==> src/rtl/pskt_pkg.sv <==
// pskt_pkg: shared types and codes for the parent-sorted key table.
// No dependencies; used by pskt_cmp, pskt_mem and parent_sorted_key_table_top.
package pskt_pkg;

    localparam int KEY_W = 32;
    localparam int CMD_W = 3;
    localparam int ST_W  = 3;

    // command codes
    localparam logic [CMD_W-1:0] CMD_INSERT = 3'd0;
    localparam logic [CMD_W-1:0] CMD_DELETE = 3'd1;
    localparam logic [CMD_W-1:0] CMD_SEARCH = 3'd2;
    localparam logic [CMD_W-1:0] CMD_REMOVE = 3'd3;
    localparam logic [CMD_W-1:0] CMD_LIST   = 3'd4;

    // status codes
    localparam logic [ST_W-1:0] ST_OK       = 3'd0;
    localparam logic [ST_W-1:0] ST_ZERO_KEY = 3'd1;
    localparam logic [ST_W-1:0] ST_FULL     = 3'd2;
    localparam logic [ST_W-1:0] ST_NOTFOUND = 3'd3;
    localparam logic [ST_W-1:0] ST_HAS_KIDS = 3'd4;

    typedef struct packed {
        logic [KEY_W-1:0] key;
        logic [KEY_W-1:0] parent;
        logic [KEY_W-1:0] payload;
    } t_entry;

    // flags from the shared compare unit
    typedef struct packed {
        logic key_eq;   // entry key equals operand key
        logic par_eq;   // entry parent equals operand parent
        logic par_gt;   // entry parent above operand parent
        logic child;    // entry parent equals operand key
    } t_cmp;

endpackage

==> src/rtl/pskt_cmp.sv <==
// pskt_cmp: shared compare unit, applied to one table entry per cycle unless a list scan is held.
// Depends on pskt_pkg.
module pskt_cmp
    import pskt_pkg::*;
(
    input  t_entry           i_ent,
    input  logic [KEY_W-1:0] i_key,
    input  logic [KEY_W-1:0] i_par,
    output t_cmp             o_flags
);

    assign o_flags.key_eq = (i_ent.key == i_key);
    assign o_flags.par_eq = (i_ent.parent == i_par);
    assign o_flags.par_gt = (i_ent.parent > i_par);
    assign o_flags.child  = (i_ent.parent == i_key);

endmodule

==> src/rtl/pskt_mem.sv <==
// pskt_mem: entry store, one write port and one registered read port.
// Depends on pskt_pkg.
module pskt_mem
    import pskt_pkg::*;
#(
    parameter int DEPTH = 16,
    parameter int AW    = $clog2(DEPTH)
) (
    input  logic          i_clk,
    input  logic          i_we,
    input  logic [AW-1:0] i_waddr,
    input  t_entry        i_wdata,
    input  logic          i_re,
    input  logic [AW-1:0] i_raddr,
    output t_entry        o_rdata
);

    t_entry r_mem [DEPTH];
    t_entry r_rdata;

    always_ff @(posedge i_clk) begin
        if (i_we) begin
            r_mem[i_waddr] <= i_wdata;
        end
        if (i_re) begin
            r_rdata <= r_mem[i_raddr];
        end
    end

    assign o_rdata = r_rdata;

endmodule

==> src/rtl/parent_sorted_key_table_top.sv <==
// parent_sorted_key_table_top: table of DEPTH entries packed at the front and
// ordered by parent key; sequencer around pskt_mem and pskt_cmp.
// Depends on pskt_pkg, pskt_cmp, pskt_mem.
//
//  channel | handshake                | beat contents
//  --------+--------------------------+------------------------------------------
//  in      | i_in_valid / o_in_ready  | i_cmd, i_item_key, i_parent_key, i_payload
//  out     | o_out_valid / i_out_ready| o_status, o_found_key, o_found_parent,
//          |                          | o_found_payload, o_last
//
// Flow: insert is one backward pass that shifts as it compares; search and
// list are one forward scan; delete and remove are one forward scan, then a
// left shift unless the entry found is the last. One entry is read per cycle
// through the single read port of the entry store while the scan is not held;
// the compare unit sees that entry. Errors detected at accept skip the scan.
// Reset: synchronous, active low; clears the sequencer, the fill count and the
// output valid. The table is empty after reset, no clearing pass is needed.
// Stalls: a new beat is taken only when the sequencer is idle; a stalled output
// holds the scan of a list command until the pending beat is taken.
module parent_sorted_key_table_top
    import pskt_pkg::*;
#(
    parameter int DEPTH = 16
) (
    input  logic             i_clk,
    input  logic             i_rst_n,
    input  logic             i_in_valid,
    output logic             o_in_ready,
    input  logic [CMD_W-1:0] i_cmd,
    input  logic [KEY_W-1:0] i_item_key,
    input  logic [KEY_W-1:0] i_parent_key,
    input  logic [KEY_W-1:0] i_payload,
    output logic             o_out_valid,
    input  logic             i_out_ready,
    output logic [ST_W-1:0]  o_status,
    output logic [KEY_W-1:0] o_found_key,
    output logic [KEY_W-1:0] o_found_parent,
    output logic [KEY_W-1:0] o_found_payload,
    output logic             o_last
);

    localparam int AW = $clog2(DEPTH);
    localparam int CW = $clog2(DEPTH + 1);

    // sequencer states
    localparam logic [2:0] S_IDLE  = 3'd0;  // waiting for a command beat
    localparam logic [2:0] S_INS   = 3'd1;  // backward pass: compare and shift right
    localparam logic [2:0] S_PUT   = 3'd2;  // write new entry at slot 0
    localparam logic [2:0] S_SCAN  = 3'd3;  // forward scan of occupied slots
    localparam logic [2:0] S_FIN   = 3'd4;  // decide outcome after the scan
    localparam logic [2:0] S_SHIFT = 3'd5;  // left shift after a removal
    localparam logic [2:0] S_RES   = 3'd6;  // hand out the final beat

    logic [2:0]       r_state, n_state;
    logic [CW-1:0]    r_count, n_count;
    logic [AW-1:0]    r_ptr, n_ptr;
    logic [CMD_W-1:0] r_cmd, n_cmd;
    logic [KEY_W-1:0] r_key, n_key;
    logic [KEY_W-1:0] r_par, n_par;
    logic [KEY_W-1:0] r_pay, n_pay;
    logic             r_hit, n_hit;      // first match found / list beat pending
    logic [AW-1:0]    r_hit_idx, n_hit_idx;
    t_entry           r_hit_ent, n_hit_ent;
    logic             r_child, n_child;
    logic [ST_W-1:0]  r_rstat, n_rstat;

    logic             r_ovld;
    logic [ST_W-1:0]  r_ostat;
    t_entry           r_oent;
    logic             r_olast;

    logic             mem_we, mem_re;
    logic [AW-1:0]    mem_waddr, mem_raddr;
    t_entry           mem_wdata, rd_ent, new_ent;
    t_cmp             flags;

    logic             out_free, emit, e_last;
    logic [ST_W-1:0]  e_stat;
    t_entry           e_ent;
    logic [AW-1:0]    cnt_m1;

    pskt_mem #(.DEPTH(DEPTH), .AW(AW)) u_mem (
        .i_clk   (i_clk),
        .i_we    (mem_we),
        .i_waddr (mem_waddr),
        .i_wdata (mem_wdata),
        .i_re    (mem_re),
        .i_raddr (mem_raddr),
        .o_rdata (rd_ent)
    );

    pskt_cmp u_cmp (
        .i_ent   (rd_ent),
        .i_key   (r_key),
        .i_par   (r_par),
        .o_flags (flags)
    );

    assign out_free = !r_ovld || i_out_ready;
    assign cnt_m1   = AW'(r_count - 1'b1);
    assign new_ent  = '{key: r_key, parent: r_par, payload: r_pay};

    assign o_in_ready = (r_state == S_IDLE);

    always_comb begin
        n_state   = r_state;
        n_count   = r_count;
        n_ptr     = r_ptr;
        n_cmd     = r_cmd;
        n_key     = r_key;
        n_par     = r_par;
        n_pay     = r_pay;
        n_hit     = r_hit;
        n_hit_idx = r_hit_idx;
        n_hit_ent = r_hit_ent;
        n_child   = r_child;
        n_rstat   = r_rstat;
        mem_we    = 1'b0;
        mem_waddr = r_ptr;
        mem_wdata = rd_ent;
        mem_re    = 1'b0;
        mem_raddr = r_ptr;
        emit      = 1'b0;
        e_stat    = ST_OK;
        e_ent     = r_hit_ent;
        e_last    = 1'b1;

        case (r_state)
            S_IDLE: begin
                if (i_in_valid) begin
                    n_cmd   = i_cmd;
                    n_key   = i_item_key;
                    n_par   = i_parent_key;
                    n_pay   = i_payload;
                    n_hit   = 1'b0;
                    n_child = 1'b0;
                    n_ptr   = '0;
                    case (i_cmd)
                        CMD_INSERT: begin
                            if (i_item_key == '0) begin
                                n_rstat = ST_ZERO_KEY;
                                n_state = S_RES;
                            end else if (r_count == CW'(DEPTH)) begin
                                n_rstat = ST_FULL;
                                n_state = S_RES;
                            end else if (r_count == '0) begin
                                n_state = S_PUT;
                            end else begin
                                mem_re    = 1'b1;
                                mem_raddr = cnt_m1;
                                n_ptr     = cnt_m1;
                                n_state   = S_INS;
                            end
                        end
                        CMD_DELETE, CMD_SEARCH, CMD_REMOVE, CMD_LIST: begin
                            if ((i_cmd == CMD_DELETE || i_cmd == CMD_SEARCH)
                                    && i_item_key == '0) begin
                                n_rstat = ST_ZERO_KEY;
                                n_state = S_RES;
                            end else if (r_count == '0) begin
                                n_state = S_FIN;
                            end else begin
                                mem_re    = 1'b1;
                                mem_raddr = '0;
                                n_state   = S_SCAN;
                            end
                        end
                        default: begin
                            n_state = S_IDLE;   // unused code: no beat
                        end
                    endcase
                end
            end

            S_INS: begin
                if (flags.par_gt) begin
                    mem_we    = 1'b1;
                    mem_waddr = AW'(r_ptr + 1'b1);
                    mem_wdata = rd_ent;
                    if (r_ptr == '0) begin
                        n_state = S_PUT;
                    end else begin
                        mem_re    = 1'b1;
                        mem_raddr = AW'(r_ptr - 1'b1);
                        n_ptr     = AW'(r_ptr - 1'b1);
                    end
                end else begin
                    mem_we    = 1'b1;
                    mem_waddr = AW'(r_ptr + 1'b1);
                    mem_wdata = new_ent;
                    n_count   = CW'(r_count + 1'b1);
                    n_hit     = 1'b1;
                    n_hit_ent = new_ent;
                    n_rstat   = ST_OK;
                    n_state   = S_RES;
                end
            end

            S_PUT: begin
                mem_we    = 1'b1;
                mem_waddr = '0;
                mem_wdata = new_ent;
                n_count   = CW'(r_count + 1'b1);
                n_hit     = 1'b1;
                n_hit_ent = new_ent;
                n_rstat   = ST_OK;
                n_state   = S_RES;
            end

            S_SCAN: begin
                if (r_cmd == CMD_LIST && flags.par_eq && r_hit && !out_free) begin
                    n_state = S_SCAN;   // hold: pending beat cannot leave yet
                end else begin
                    if (r_cmd == CMD_LIST) begin
                        if (flags.par_eq) begin
                            if (r_hit) begin
                                emit   = 1'b1;
                                e_last = 1'b0;
                            end
                            n_hit     = 1'b1;
                            n_hit_ent = rd_ent;
                        end
                    end else begin
                        if (flags.key_eq && !r_hit) begin
                            n_hit     = 1'b1;
                            n_hit_idx = r_ptr;
                            n_hit_ent = rd_ent;
                        end
                        if (flags.child) begin
                            n_child = 1'b1;
                        end
                    end
                    if (r_ptr == cnt_m1) begin
                        n_state = S_FIN;
                    end else begin
                        mem_re    = 1'b1;
                        mem_raddr = AW'(r_ptr + 1'b1);
                        n_ptr     = AW'(r_ptr + 1'b1);
                    end
                end
            end

            S_FIN: begin
                n_state = S_RES;
                n_rstat = r_hit ? ST_OK : ST_NOTFOUND;
                if (r_cmd == CMD_REMOVE && r_child) begin
                    n_rstat = ST_HAS_KIDS;
                    n_hit   = 1'b0;
                end else if (r_cmd == CMD_REMOVE && r_key == '0) begin
                    n_rstat = ST_ZERO_KEY;
                    n_hit   = 1'b0;
                end else if ((r_cmd == CMD_DELETE || r_cmd == CMD_REMOVE) && r_hit) begin
                    if (r_hit_idx == cnt_m1) begin
                        n_count = CW'(r_count - 1'b1);
                    end else begin
                        mem_re    = 1'b1;
                        mem_raddr = AW'(r_hit_idx + 1'b1);
                        n_ptr     = AW'(r_hit_idx + 1'b1);
                        n_state   = S_SHIFT;
                    end
                end
            end

            S_SHIFT: begin
                mem_we    = 1'b1;
                mem_waddr = AW'(r_ptr - 1'b1);
                mem_wdata = rd_ent;
                if (r_ptr == cnt_m1) begin
                    n_count = CW'(r_count - 1'b1);
                    n_state = S_RES;
                end else begin
                    mem_re    = 1'b1;
                    mem_raddr = AW'(r_ptr + 1'b1);
                    n_ptr     = AW'(r_ptr + 1'b1);
                end
            end

            S_RES: begin
                if (out_free) begin
                    emit    = 1'b1;
                    e_stat  = r_rstat;
                    e_ent   = r_hit ? r_hit_ent : '0;
                    n_state = S_IDLE;
                end
            end

            default: begin
                n_state = S_IDLE;
            end
        endcase
    end

    always_ff @(posedge i_clk) begin
        if (!i_rst_n) begin
            r_state <= S_IDLE;
            r_count <= '0;
            r_ovld  <= 1'b0;
        end else begin
            r_state <= n_state;
            r_count <= n_count;
            if (emit) begin
                r_ovld <= 1'b1;
            end else if (i_out_ready) begin
                r_ovld <= 1'b0;
            end
        end
    end

    always_ff @(posedge i_clk) begin
        r_ptr     <= n_ptr;
        r_cmd     <= n_cmd;
        r_key     <= n_key;
        r_par     <= n_par;
        r_pay     <= n_pay;
        r_hit     <= n_hit;
        r_hit_idx <= n_hit_idx;
        r_hit_ent <= n_hit_ent;
        r_child   <= n_child;
        r_rstat   <= n_rstat;
        if (emit) begin
            r_ostat <= e_stat;
            r_oent  <= e_ent;
            r_olast <= e_last;
        end
    end

    assign o_out_valid     = r_ovld;
    assign o_status        = r_ostat;
    assign o_found_key     = r_oent.key;
    assign o_found_parent  = r_oent.parent;
    assign o_found_payload = r_oent.payload;
    assign o_last          = r_olast;

    // fill count stays within the table
    a_count_range: assert property (@(posedge i_clk) disable iff (!i_rst_n)
        r_count <= CW'(DEPTH))
        else $error("fill count above table depth");

    // placing an entry at slot 0 grows the table by exactly one
    a_put_grows: assert property (@(posedge i_clk) disable iff (!i_rst_n)
        r_state == S_PUT |=> r_count == CW'($past(r_count) + 1'b1))
        else $error("insert at slot 0 did not grow the table");

    // backward insert pass only visits occupied slots
    a_ins_ptr: assert property (@(posedge i_clk) disable iff (!i_rst_n)
        r_state == S_INS |-> {1'b0, r_ptr} < (AW + 1)'(r_count))
        else $error("insert pass outside occupied slots");

    // a beat that is not the last of its command always reports an entry
    a_list_ok: assert property (@(posedge i_clk) disable iff (!i_rst_n)
        (o_out_valid && !o_last) |-> (o_status == ST_OK && o_found_key != '0))
        else $error("non-final beat without a listed entry");

endmodule

==> config.mk <==
export PLATFORM = sky130hd
export DESIGN_NAME = parent_sorted_key_table_top
export DESIGN_NICKNAME = d
export VERILOG_FILES = /design/src/rtl/pskt_pkg.sv /design/src/rtl/pskt_cmp.sv /design/src/rtl/pskt_mem.sv /design/src/rtl/parent_sorted_key_table_top.sv
export SDC_FILE = /design/constraint.sdc
export NUM_CORES = 2
export LEC_CHECK = 0
export ABC_CLOCK_PERIOD_IN_PS = 10800
export CORE_MARGIN = 1.5
export CORE_UTILIZATION = 50
export DETAILED_ROUTE_END_ITERATION = 10
export DONT_BUFFER_PORTS = 1
export HOLD_SLACK_MARGIN = 0.15
export PLACE_DENSITY = 0.68
export SYNTH_ARGS = -nofsm -noshare
export SYNTH_HDL_FRONTEND = slang
export SYNTH_HIERARCHICAL = 1
export SYNTH_SLANG_ARGS = --single-unit
==> constraint.sdc <==
create_clock -name i_clk -period 10.8 [get_ports i_clk]
set_clock_uncertainty 0.1 [all_clocks]
set_input_delay 3.24 -clock i_clk [delete_from_list [all_inputs] [get_ports i_clk]]
set_output_delay 3.24 -clock i_clk [all_outputs]
set_load 0.01 [all_outputs]
Word level (Yosys, flattened, before mapping)
Memory sizes are Yosys's and may differ from the RTL's. A register that Yosys moved wholly into a read port is not among the register bits.
Index checks and enable logic that the tools add are counted.

storage, ports and cells
  register bits = 317
  bits in latches = 0
  bits in writable memories = 1536
  memory bits (read-only) = 0
  output and inout port bits = 102
  memories = 1

cells by class
  add/subtract/negate cells = 5
  multipliers = 0
  div/mod/pow operators = 0
  $lt $le $gt $ge = 1
  equality and inequality tests = 38
  shifts and indexed selects = 0
  multiplexer cells = 109
  bitwise gates (word level) = 4
  reduce and logical (&&, ||, !) cells = 40

memory list
  name         words  bits a word  rd ports  clocked after Yosys merged registers in  wr ports  line            source
  u_mem.r_mem  16     96           1         1                                        1         pskt_mem.sv:18  t_entry r_mem [DEPTH];

operators with widths
  operator              count
  $mux W96              9
  $pmux W96 S3          1
  $pmux W96 S2          1
  $eq A32 B32 Y1        3
  $mux W4               19
  $logic_not A32 Y1     2
  $mux W3               17
  $pmux W4 S5           2
  $mux W1               35
  $gt A32 B32 Y1        1
  $mux W5               6
  $ne A2 B2 Y1 const B  11
  $pmux W3 S7           1
  $pmux W5 S4           1
  $ne A3 B3 Y1 const B  6
  $eq A3 B2 Y1 const B  5
  $eq A3 B3 Y1 const B  5
  $reduce_and A5 Y1     3
  $mux W2               7
  $reduce_and A7 Y1     2
  $pmux W3 S2           2
  $pmux W3 S4           1
  $pmux W4 S3           1
  $pmux W1 S5           2
  other kinds (27)      54

Depth between registers and ports, before layout
  depth in word-level cells = 7
  gate-level depth with buffers = 19
  mapped depth without buffers = 16

Hierarchy
Netlist, hierarchy kept.

modules (own cells, without submodules)
  module                       times used  cells each  area each (sq um)  sequential area each (sq um)
  pskt_mem                     1           2460        60316.6            49007.0
  parent_sorted_key_table_top  1           1134        14227.4            9429.0
  pskt_cmp                     1           196         1525.2             0.0

Least setup slack after synthesis
Ideal clock, no wire load.

  path kind = input to register
  start = in i_cmd[1]
  end = reg u_mem/o_rdata[0] (netlist name)
  library setup time = 0.683 ns
  data arrival time = 10.655 ns
  data required time = 10.017 ns
  setup slack = -0.639 ns
  cell stages on the path = 5
  buffers on the path = 0
  path through = nor2_1 -> nor2_1 -> a211oi_1 -> nand2_1 -> o21ai_0

on the way
  cells in the longest elaborated chain, start to end = 7

RTL lines
  element                                              line                                                                    source
  start, declared                                      parent_sorted_key_table_top.sv:29                                       input logic [CMD_W-1:0] i_cmd,
  $eq A3 B1 Y1 / $eq A3 B2 Y1 (equally long branches)  parent_sorted_key_table_top.sv:138, parent_sorted_key_table_top.sv:156
  $logic_or A1 B1 Y1                                   parent_sorted_key_table_top.sv:156                                      if ((i_cmd == CMD_DELETE || i_cmd == CMD_SEARCH)
  $logic_and A1 B1 Y1                                  parent_sorted_key_table_top.sv:157                                      && i_item_key == '0) begin
  $mux W1                                              parent_sorted_key_table_top.sv:156
  $pmux W1 S2 (*)                                      parent_sorted_key_table_top.sv:138                                      case (i_cmd)
  $mux W1 (*)                                          parent_sorted_key_table_top.sv:130                                      if (i_in_valid) begin
  $pmux W1 S5 (*)                                      parent_sorted_key_table_top.sv:128                                      case (r_state)
  named net mem_re                                     parent_sorted_key_table_top.sv:72                                       logic mem_we, mem_re;

Mark *: on every way through the listed nets, which the timed path passes. The rest lies on a longest branch.
A chain may end at the register's enable or synchronous reset.

Worst setup path in the final report
  start = in i_item_key[24]
  end = reg u_mem/o_rdata[16] (netlist name)

on the way
  cells in the longest elaborated chain, start to end = 6

RTL lines
  element                 line                                                                    source
  start, declared         parent_sorted_key_table_top.sv:30                                       input logic [KEY_W-1:0] i_item_key,
  $logic_not A32 Y1 (*)   parent_sorted_key_table_top.sv:140, parent_sorted_key_table_top.sv:157
  $logic_and A1 B1 Y1     parent_sorted_key_table_top.sv:157
  $mux W4                 parent_sorted_key_table_top.sv:156
  $pmux W4 S2 (*)         parent_sorted_key_table_top.sv:138
  $mux W4 (*)             parent_sorted_key_table_top.sv:130
  $pmux W4 S5 (*)         parent_sorted_key_table_top.sv:128
  named net mem_raddr[1]  parent_sorted_key_table_top.sv:73                                       logic [AW-1:0] mem_waddr, mem_raddr;

Marked as above.

==> flow_metrics.tcl <==
set metrics [dict create \
    p_switching_mw 9.203 \
    cts_tree "done" \
    p_comb_frac 0.356 \
    criticalPathCategory "input pin to flop" \
    route.vias.total 38040 \
    initial_core_util 0.5055 \
    rows 142 \
    max-cap-violations 0 \
    p_total_mw 27.34 \
    grt_start_max_net_pins 126 \
    drive_gt1_frac 0.2099 \
    yosysSeqAreaShare 0.7682 \
    seq_power_share 0.411 \
    grt.total_usage 0.2429 \
    cts_buffers 191 \
    synthCells 3790 \
    period_needed_ps 6658 \
    arrival_ps 7090 \
    critPathLaunchType "input pin" \
    grt_setup_unrepaired "false" \
    vias_per_cell 6.319 \
    pwr-share-clk 0.234 \
    firstDrtPassIters 6 \
    wl_um 187400 \
    crit_slowest_cell "nand3_4" \
    max_freq_ghz 0.1502 \
    dp.cells 5671 \
    clk_pin_slew_worst_paths_ps 60 \
    setup_slack_ps 4142 \
    cts_hold_buffers 0 \
    clockRootBuffer "clkbuf_16" \
    worst_pin_slew_ps 1186 \
    cts_resized 0 \
    grt_pass1_wl_um 266900 \
    clockBufferDepth 3 \
    path_max_fanout 125 \
    n_fill_cell 11080 \
    status "complete, no violations" \
    critPathMaxStageDelay_ps 730 \
    period_share 0.6165 \
    ys_types 72 \
    synth_nets 3931 \
    fin_setup_tns_ps 0 \
    intPower_mw 18.14 \
    ys_async_sr_fraction 0 \
    cts.sinks 1949 \
    ys_ff_latch 1949 \
    yosys_warnings 6 \
    io_pins 205 \
    die_w_um 393.1 \
    r2r_slack_ps 4320 \
    fin_nets 3989 \
    ant_nets 0 \
    antenna_found_initial 4 \
    wire_per_inst_um 31.13 \
    io_buffer_count 0 \
    drv_slew 0 \
    cts-htree-levels 4 \
    place_area_um2 78450 \
    globalRoute.totalOverflow 0 \
    dp_hpwl_um 93460 \
    syn_to_final_growth_pct 10.99 \
    end_kind "flop" \
    vdd_drop_max_mv 0.4543 \
    core_um2 150500 \
    dieArea_um2 154500 \
    total_leakage_power_nw 26.76 \
    required_ps 11240 \
    hold_slack_ps 415.7 \
    postCtsSetupBuffers 0 \
    preCtsSetupSlack_ps 3313 \
    p_per_area_nw_per_um2 323.8 \
    fin_util 0.5610 \
    syn-cell-area_um2 76070 \
    clk_latency_ps 810 \
    slew_headroom 0.2096 \
    drt-initial-drc-count 4936 \
    grt_pass1_vias 37220 \
    synthFlopType "edfxtp_1" \
    crit_chain "nor4_1 > and4_1 > a211o_1 > o32ai_1 > a31oi_1 > nand3_4 > buf_12 > mux4_2 > a22oi_1 > nand2_1" \
    synth_area_per_cell_um2 20.07 \
    final_area_um2 84430 \
    instances_no_fill 6019 \
    setup_violations 0 \
    final-hold-violation-count 0 \
    p_sw_frac 0.3366 \
    min_path_type "flop to flop" \
    drc_errors 0 \
    synth_edf_count 1940 \
    gp_congestion 0.8932 \
    fp.dieH_um 393.1 \
]
## worst max-delay path: cells and delay by family
| kind | cells | cell delay [ps] |
|---|---|---|
| compound gates | 4 | 990 |
| mux | 1 | 470 |
| buf+inv | 1 | 540 |
| simple gates | 4 | 1560 |
## final timing paths
check / startpoint / endpoint / depth (start not counted)
max: i_item_key[24] / u_mem/o_rdata[16] / 10
min: r_hit_ent[92] / o_found_key[28] / 1
max reg2reg: r_par[19] / u_mem/o_rdata[3] / 18
min reg2reg: r_hit_ent[92] / o_found_key[28] / 1
## kinds of logic after synthesis
kind of cell | after synthesis | share of synthesized area
AOI/OAI and AO/OA | 301 | 0.02936
xor gates and xnor gates | 80 | 0.009787
buffers and inverters | 236 | 0.01503
and+or+nand+nor | 699 | 0.04252
adders and majority gates | 38 | 0.006250
muxes | 487 | 0.1289
DFF | 1949 | 0.7682
## sequential cells by signal, summed over array words and instances, names as in the netlist, 3 cells and up
| name | count |
|---|---|
| r_key | 32 |
| r_rstat | 3 |
| r_state | 3 |
| r_count | 5 |
| r_pay | 32 |
| o_status | 3 |
| r_ptr | 4 |
| r_cmd | 3 |
| o_found_key | 32 |
| o_found_parent | 32 |
| r_hit_ent | 96 |
| u_mem/r_mem | 1536 |
| r_par | 32 |
| u_mem/o_rdata | 96 |
| r_hit_idx | 4 |
| o_found_payload | 32 |
## routing by layer
layer / GRT usage / routed length, um / vias to the layer above
met5: 0 / 18 / -
met4: 0.06262 / 4140 / 2
met3: 0.05407 / 19180 / 281
met2: 0.3722 / 88010 / 2044
met1: 0.3559 / 76010 / 20220
li1: - / - / 15490
## power by group through the flow
stage	Combinational (mW)	Sequential [mW]	Clock [mW]
2_1_floorplan	7.31	11.1	0
3_3_place_gp	9.61	11.3	0
3_5_place_dp	9.75	11.3	0
4_1_cts	9.75	11.2	6.50
5_1_grt	10.5	11.3	6.79
6_report	9.73	11.2	6.39
## cell type report
| type | count | area (um^2) | share of cell area |
|---|---|---|---|
| Clock inverter | 107 | 954.7 | 0.01131 |
| Inverter | 47 | 183.9 | 0.002178 |
| Timing Repair Buffer | 54 | 605.6 | 0.007173 |
| Tap cell | 2016 | 2522 | 0.02988 |
| Multi-Input combinational cell | 1605 | 16700 | 0.1978 |
| Antenna cell | 2 | 5.005 | 0.00005928 |
| Sequential cell | 1949 | 58440 | 0.6921 |
| Clock buffer | 239 | 5024 | 0.05950 |
## cells in the final DEF (no fill, tap or decap), drive strengths merged, types with 15 or more instances in the layout
| cell type | instances |
|---|---|
| edfxtp | 1940 |
| nand2 | 420 |
| mux4 | 384 |
| clkbuf | 239 |
| a22oi | 193 |
| and2 | 104 |
| mux2 | 98 |
| clkinv | 79 |
| xor2 | 65 |
| inv | 56 |
| buf | 54 |
| nor2 | 41 |
| ha | 38 |
| nor4 | 31 |
| nand3 | 24 |
| a21oi | 23 |
| o21ai | 22 |
| nand2b | 16 |
| nor3 | 15 |
## synth_stat cells, drive strengths merged, types with 24 or more instances
cell type     n  area share
a22oi       193       0.019
and2        104      0.0086
buf          91      0.0079
clkbuf       98      0.0048
edfxtp     1940        0.77
ha           38      0.0063
inv          47      0.0023
mux2         98       0.015
mux4        384        0.11
nand2       420       0.021
nand3        24      0.0016
nor2         41      0.0020
nor4         31      0.0025
xor2         65      0.0075
Note: power is estimated with default switching activity, not from simulation.
